File: src/rtl/core/vsn_pkg.sv
// ---------------------------------------------------------------------------
// vsn_pkg: shared constants for the voxel Sobel normal block
// Widths, defaults and register indexes used by the interfaces and modules.
// ---------------------------------------------------------------------------
`timescale 1ns / 1ps
`default_nettype none

package vsn_pkg;

    localparam int MAX_DIM_DEF   = 64;
    localparam int DIST_BITS_DEF = 16;

    localparam int SIZE_W    = 7;
    localparam int CFG_IDX_W = 2;
    localparam int NORM_W    = 16;
    localparam int COORD_W   = 6;

    // normalizer datapath
    localparam int MAG_BITS    = 21;
    localparam int SQ_BITS     = 2 * MAG_BITS;
    localparam int N_BITS      = SQ_BITS + 2;
    localparam int Q_BITS      = 32;
    localparam int ROOT_BITS   = 16;
    localparam int SREM_BITS   = 19;
    localparam int DIV_STEPS   = 31;
    localparam int SQRT_STEPS  = 16;

    typedef enum logic [CFG_IDX_W-1:0] {
        REG_SIZE_X = 2'd0,
        REG_SIZE_Y = 2'd1,
        REG_SIZE_Z = 2'd2,
        REG_NONE   = 2'd3
    } cfg_reg_t;

endpackage

`default_nettype wire

File: src/rtl/core/vsn_norm.sv
// ---------------------------------------------------------------------------
// vsn_norm: gradient normalizer
// Scales a gradient to a Q1.14 unit vector with a shared restoring divider
// and a digit-by-digit square root, one component at a time.
// ---------------------------------------------------------------------------
`timescale 1ns / 1ps
`default_nettype none

module vsn_norm
    import vsn_pkg::*;
#(
    parameter int GW = 22
)
(
    input  wire logic                     clk,
    input  wire logic                     rst_n,
    input  wire logic                     start,
    input  wire logic signed [GW-1:0]     sum_x,
    input  wire logic signed [GW-1:0]     sum_y,
    input  wire logic signed [GW-1:0]     sum_z,
    output logic                          done,
    output logic signed [NORM_W-1:0]      nx,
    output logic signed [NORM_W-1:0]      ny,
    output logic signed [NORM_W-1:0]      nz
);

    typedef enum logic [7:0] {
        N_IDLE  = 8'b0000_0001,
        N_SHIFT = 8'b0000_0010,
        N_SQ    = 8'b0000_0100,
        N_SUM   = 8'b0000_1000,
        N_DINIT = 8'b0001_0000,
        N_DIV   = 8'b0010_0000,
        N_SQRT  = 8'b0100_0000,
        N_STORE = 8'b1000_0000
    } nstate_t;

    nstate_t                  state_reg;
    logic [GW-1:0]            mag_reg [3];
    logic [2:0]               neg_reg;
    logic [SQ_BITS-1:0]       sq_reg [3];
    logic [N_BITS-1:0]        n_reg;
    logic [1:0]               comp_reg;
    logic [4:0]               cnt_reg;
    logic [N_BITS-1:0]        rem_reg;
    logic [Q_BITS-1:0]        q_reg;
    logic [SREM_BITS-1:0]     srem_reg;
    logic [ROOT_BITS-1:0]     root_reg;
    logic signed [NORM_W-1:0] res_reg [3];
    logic                     done_reg;

    logic                     big;
    logic [MAG_BITS-1:0]      mag_lo;
    logic [N_BITS-1:0]        n_sum;
    logic                     bit_in;
    logic [N_BITS:0]          dtrial;
    logic [SREM_BITS-1:0]     stmp;
    logic [SREM_BITS-1:0]     strial;
    logic [ROOT_BITS:0]       rnd;
    logic [NORM_W-1:0]        rmag;

    always_comb
    begin
        big    = (|mag_reg[0][GW-1:MAG_BITS]) || (|mag_reg[1][GW-1:MAG_BITS])
                 || (|mag_reg[2][GW-1:MAG_BITS]);
        mag_lo = mag_reg[comp_reg][MAG_BITS-1:0];
        n_sum  = N_BITS'(sq_reg[0]) + N_BITS'(sq_reg[1]) + N_BITS'(sq_reg[2]);
        bit_in = (cnt_reg == 5'(DIV_STEPS - 1)) ? sq_reg[comp_reg][0] : 1'b0;
        dtrial = {rem_reg, bit_in};
        stmp   = {srem_reg[SREM_BITS-3:0], q_reg[Q_BITS-1:Q_BITS-2]};
        strial = SREM_BITS'({root_reg, 2'b01});
        rnd    = (ROOT_BITS+1)'(root_reg) + (ROOT_BITS+1)'(1);
        rmag   = NORM_W'(rnd[ROOT_BITS:1]);
    end

    always_ff @(posedge clk or negedge rst_n)
    begin
        if (!rst_n)
        begin
            state_reg <= N_IDLE;
            done_reg  <= 1'b0;
            comp_reg  <= 2'd0;
            cnt_reg   <= 5'd0;
        end
        else
        begin
            done_reg <= 1'b0;
            unique case (state_reg)
                N_IDLE:
                begin
                    if (start)
                    begin
                        mag_reg[0] <= sum_x[GW-1] ? GW'(-sum_x) : GW'(sum_x);
                        mag_reg[1] <= sum_y[GW-1] ? GW'(-sum_y) : GW'(sum_y);
                        mag_reg[2] <= sum_z[GW-1] ? GW'(-sum_z) : GW'(sum_z);
                        neg_reg    <= {sum_z[GW-1], sum_y[GW-1], sum_x[GW-1]};
                        state_reg  <= N_SHIFT;
                    end
                end
                N_SHIFT:
                begin
                    if (big)
                    begin
                        mag_reg[0] <= mag_reg[0] >> 1;
                        mag_reg[1] <= mag_reg[1] >> 1;
                        mag_reg[2] <= mag_reg[2] >> 1;
                    end
                    else
                    begin
                        comp_reg  <= 2'd0;
                        state_reg <= N_SQ;
                    end
                end
                N_SQ:
                begin
                    sq_reg[comp_reg] <= SQ_BITS'(mag_lo * mag_lo);
                    if (comp_reg == 2'd2)
                        state_reg <= N_SUM;
                    else
                        comp_reg <= comp_reg + 2'd1;
                end
                N_SUM:
                begin
                    n_reg    <= n_sum;
                    comp_reg <= 2'd0;
                    if (n_sum == '0)
                    begin
                        res_reg[0] <= '0;
                        res_reg[1] <= '0;
                        res_reg[2] <= '0;
                        done_reg   <= 1'b1;
                        state_reg  <= N_IDLE;
                    end
                    else
                        state_reg <= N_DINIT;
                end
                N_DINIT:
                begin
                    // quotient of sq*2^30 / n stays below 2^31
                    rem_reg   <= N_BITS'(sq_reg[comp_reg] >> 1);
                    q_reg     <= '0;
                    cnt_reg   <= 5'(DIV_STEPS - 1);
                    state_reg <= N_DIV;
                end
                N_DIV:
                begin
                    if (dtrial >= {1'b0, n_reg})
                    begin
                        rem_reg <= N_BITS'(dtrial - {1'b0, n_reg});
                        q_reg   <= {q_reg[Q_BITS-2:0], 1'b1};
                    end
                    else
                    begin
                        rem_reg <= dtrial[N_BITS-1:0];
                        q_reg   <= {q_reg[Q_BITS-2:0], 1'b0};
                    end
                    if (cnt_reg == 5'd0)
                    begin
                        srem_reg  <= '0;
                        root_reg  <= '0;
                        cnt_reg   <= 5'(SQRT_STEPS - 1);
                        state_reg <= N_SQRT;
                    end
                    else
                        cnt_reg <= cnt_reg - 5'd1;
                end
                N_SQRT:
                begin
                    q_reg <= {q_reg[Q_BITS-3:0], 2'b00};
                    if (stmp >= strial)
                    begin
                        srem_reg <= stmp - strial;
                        root_reg <= {root_reg[ROOT_BITS-2:0], 1'b1};
                    end
                    else
                    begin
                        srem_reg <= stmp;
                        root_reg <= {root_reg[ROOT_BITS-2:0], 1'b0};
                    end
                    if (cnt_reg == 5'd0)
                        state_reg <= N_STORE;
                    else
                        cnt_reg <= cnt_reg - 5'd1;
                end
                N_STORE:
                begin
                    // r = ceil-half of isqrt, sign from the gradient
                    res_reg[comp_reg] <= neg_reg[comp_reg] ? -signed'(rmag) : signed'(rmag);
                    if (comp_reg == 2'd2)
                    begin
                        done_reg  <= 1'b1;
                        state_reg <= N_IDLE;
                    end
                    else
                    begin
                        comp_reg  <= comp_reg + 2'd1;
                        state_reg <= N_DINIT;
                    end
                end
                default:
                    state_reg <= N_IDLE;
            endcase
        end
    end

    assign done = done_reg;
    assign nx   = res_reg[0];
    assign ny   = res_reg[1];
    assign nz   = res_reg[2];

endmodule

`default_nettype wire

File: config.mk
export PLATFORM = sky130hd
export DESIGN_NAME = vsn_norm
export DESIGN_NICKNAME = d
export VERILOG_FILES = /design/src/rtl/core/vsn_pkg.sv /design/src/rtl/core/vsn_norm.sv
export SDC_FILE = /design/constraint.sdc
export NUM_CORES = 2
export LEC_CHECK = 0
export BUFFER_PORTS_ARGS = -buffer_cell sky130_fd_sc_hd__buf_2
export CAP_MARGIN = 25
export CORE_MARGIN = 1.5
export CORE_UTILIZATION = 52
export CTS_CLUSTER_DIAMETER = 40
export DETAILED_ROUTE_END_ITERATION = 7
export PLACE_DENSITY = 0.68
export SETUP_SLACK_MARGIN = 0.2
export SYNTH_ARGS = -nofsm -noshare
export SYNTH_HDL_FRONTEND = slang
export SYNTH_SLANG_ARGS = --single-unit
File: constraint.sdc
create_clock -name clk -period 9.7 [get_ports clk]
set_input_delay 1.455 -clock clk [delete_from_list [all_inputs] [get_ports clk]]
set_output_delay 1.455 -clock clk [all_outputs]
set_load 0.01 [all_outputs]
==> flow_metrics.py <==
metrics = {
    "status": {
        "run_status": "completed",
    },
    "timing": {
        "period_needed_ns": 8.71,
        "rsz0062_at_grt": "false",
        "max_freq_ghz": 0.115,
        "skew_ns": 0.0414,
        "setup_violations": 0,
        "slew_viol_final": 0,
        "tightest_slew_ns": 1.00,
        "tns_ns": 0,
        "hold_viol": 0,
        "post-route-period-util": 0.898,
        "slew-limit-headroom": 0.331,
    },
    "critical_path": {
        "worstSetupPathType": "reg2reg",
        "worst_path_largest_cell_delay_ns": 0.72,
        "cp-start-kind": "flip-flop",
        "cpMostUsedCell": "fa_1",
        "cp_data_required_time_ns": 10.02,
        "rrSetupSlack_ns": 0.99,
        "cp-end-kind": "flip-flop",
        "cp_slowest_cell": "dfrtp_4",
        "crit_fanout": 28,
        "arrival_ns": 9.03,
    },
    "die": {
        "pin_count": 118,
        "initial_core_util": 0.528,
        "die_h_um": 276,
        "fp.dieArea_um2": 76300,
        "fp.dieW_um": 276,
        "rows": 99,
        "core_um2": 73500,
    },
    "placed_design": {
        "hpwlAfterDp_um": 73600,
        "io_buffers": 117,
        "gp_congestion": 0.968,
    },
    "logic_synthesis": {
        "ys_seq_area_frac": 0.346,
        "synth.cell_area_um2": 38800,
        "yosysTopAreaCellShare": 0.336,
        "yosys.area_share.simple": 0.117,
        "synth_area_leaders": "edfxtp_1 34%, fa_1 18%, ha_1 8.4%",
        "synth_enable_flop_cells": 434,
        "synth_xor_area_frac": 0.0472,
        "yosys_warnings": 0,
        "synthMuxAreaShare": 0.0435,
        "synth_fa_ha_area_frac": 0.268,
        "synthCells": 3744,
        "synth_top_family_by_area": "adder cells",
        "async_reset_ff_frac": 0.0356,
        "synth_ff_type": "edfxtp_1",
        "synth_compound_area_frac": 0.112,
        "ys_types": 99,
        "synth_top_area_cell": "edfxtp_1",
        "syn_avg_cell_area_um2": 10.4,
        "synth-seq-cells": 450,
    },
    "detailed_routing": {
        "drt_wl_total_um": 94300,
        "drtAntennaViolNets": 0,
        "avgRoutedWirePerCell_um": 19.4,
        "vias": 27700,
        "dr.pass1.iters": 7,
        "drtIter0Drc": 1951,
        "drc": 0,
        "avgViaCountPerCell": 5.69,
    },
    "grt": {
        "grt_pass1_wl_um": 151000,
        "grt_pass1_vias": 28100,
        "grt_start_max_net_pins": 130,
        "grt_antenna_before_repair": 0,
        "track_usage": 0.249,
        "grt-ovfl-total": 0,
    },
    "clocking": {
        "cts-root-buf": "clkbuf_16",
        "hold_buffers": 0,
        "cts_made_buffers": 70,
        "clockBufferDepth": 3,
        "insertion_delay_ns": 0.63,
        "cts_tree": "built",
        "cts.sinks": 450,
        "post_cts_buffers": 0,
        "cts-htree-levels": 3,
        "ctsResizeCount": 0,
        "clk_pin_slew_ns": 0.06,
    },
    "finish": {
        "diodes": 0,
        "nets": 4536,
        "area_delta_synth_final_pct": 10.8,
        "layout-drive-gt1-share": 0.0983,
        "largest_reg_flops": 164,
    },
    "run": {
        "cap_violations": 0,
    },
    "hold_path": {
        "worstHoldPathType": "reg2reg",
    },
}
-- cell type report --
type / count / area (um2)
Fill cell: 6182 / 30500
Multi-Input combinational cell: 2618 / 22800
Sequential cell: 450 / 13400
Inverter: 546 / 2050
Clock buffer: 74 / 1790
Tap cell: 959 / 1200
Timing Repair Buffer: 164 / 986
Clock inverter: 55 / 683
-- critical path: cells and delay by family (launching register included) --
kind	cells	cell delay (ns)
xor+xnor	1	0.12
simple gates	3	0.46
mux	1	0.16
buf+inv	7	1.00
flops	1	0.72
fa+ha+maj	8	3.87
compound gates	9	2.04
-- worst paths after layout --
| kind | startpoint | end | cells after the start |
|---|---|---|---|
| min in group asynchronous | rst_n | done$_DFF_PN0_ | 1 |
| min | cnt_reg[0]$_DFFE_PN0P_ | cnt_reg[0]$_DFFE_PN0P_ | 1 |
| max in group asynchronous | rst_n | comp_reg[0]$_DFFE_PN0P_ | 1 |
| max reg2reg | comp_reg[0]$_DFFE_PN0P_ | sq_reg[1][32]$_DFFE_PP_ | 29 |
| max | comp_reg[0]$_DFFE_PN0P_ | sq_reg[1][32]$_DFFE_PP_ | 29 |
| min reg2reg | cnt_reg[0]$_DFFE_PN0P_ | cnt_reg[0]$_DFFE_PN0P_ | 1 |
-- per-layer routing --
metal | share of wire | GRT usage | vias to the layer above
met1 | 0.44 | 0.343 | 13700
met2 | 0.47 | 0.403 | 799
li1 | - | - | 13000
met5 | 0 | 0 | -
met3 | 0.057 | 0.0367 | 185
met4 | 0.036 | 0.0932 | 0
-- cell usage in the layout (no fill, tap or decap), types with 15 or more instances in the layout --
cell type and n:
mux4_2 41, nor2_1 337, o21ai_0 168, o21bai_1 18, xor2_1 100, buf_4 44, o21a_1 36, a21oi_1 146
and3_1 15, o21ai_1 52, nor3_1 40, a21o_1 62, buf_2 117, nand2_1 371, nand3_1 29, nor4_1 18
mux2i_1 74, clkbuf_16 71, nor2b_1 25, ha_1 260, a22o_1 32, xnor2_1 109, inv_1 540, nand2b_1 24
edfxtp_1 434, nand4_1 38, a31oi_1 25, or3_1 23, o31ai_1 18, fa_1 357
-- synthesized netlist by cell type, types with 11 or more instances --
cell,number
inv_1,540
edfxtp_1,434
nand2_1,371
fa_1,357
nor2_1,337
ha_1,260
o21ai_0,171
a21oi_1,150
xnor2_1,109
clkbuf_1,105
xor2_1,100
mux2i_1,74
a21o_1,62
o21ai_1,50
nor3_1,42
mux4_2,41
nand4_1,38
o21a_1,36
a22o_1,32
nand3_1,29
a31oi_1,25
nor2b_1,25
nand2b_1,24
or3_1,23
and3_1,18
nor4_1,18
o21bai_1,18
o31ai_1,18
dfrtp_1,15
o211ai_1,11
-- cell families (layout without fill, tap and decap cells) --
group           after synthesis  in the layout
fa+ha+maj                   617            617
xor+xnor                    209            209
buf+inv                     678            839
flops                       450            450
other cells                   1              3
compound gates              674            674
mux                         117            117
simple gates                998            998
-- stage by stage --
step                      instances   util  setup WS (ns)  hold slack, ns  cell area (um2)
final                          4866  0.585          0.990           0.506            43000
after global routing           4866  0.585          0.517           0.539            43000
after CTS                      4864  0.585           1.02           0.504            43000
after detailed placement       4735  0.551           1.07           0.498            40500
after global placement         4733  0.551           1.05           0.489            40400
after floorplan                3746      -           1.09           0.462            38800
Power is left out: the tool's default activity adds up to more than one toggle a clock period on the data nets, which glitch-free logic cannot reach.
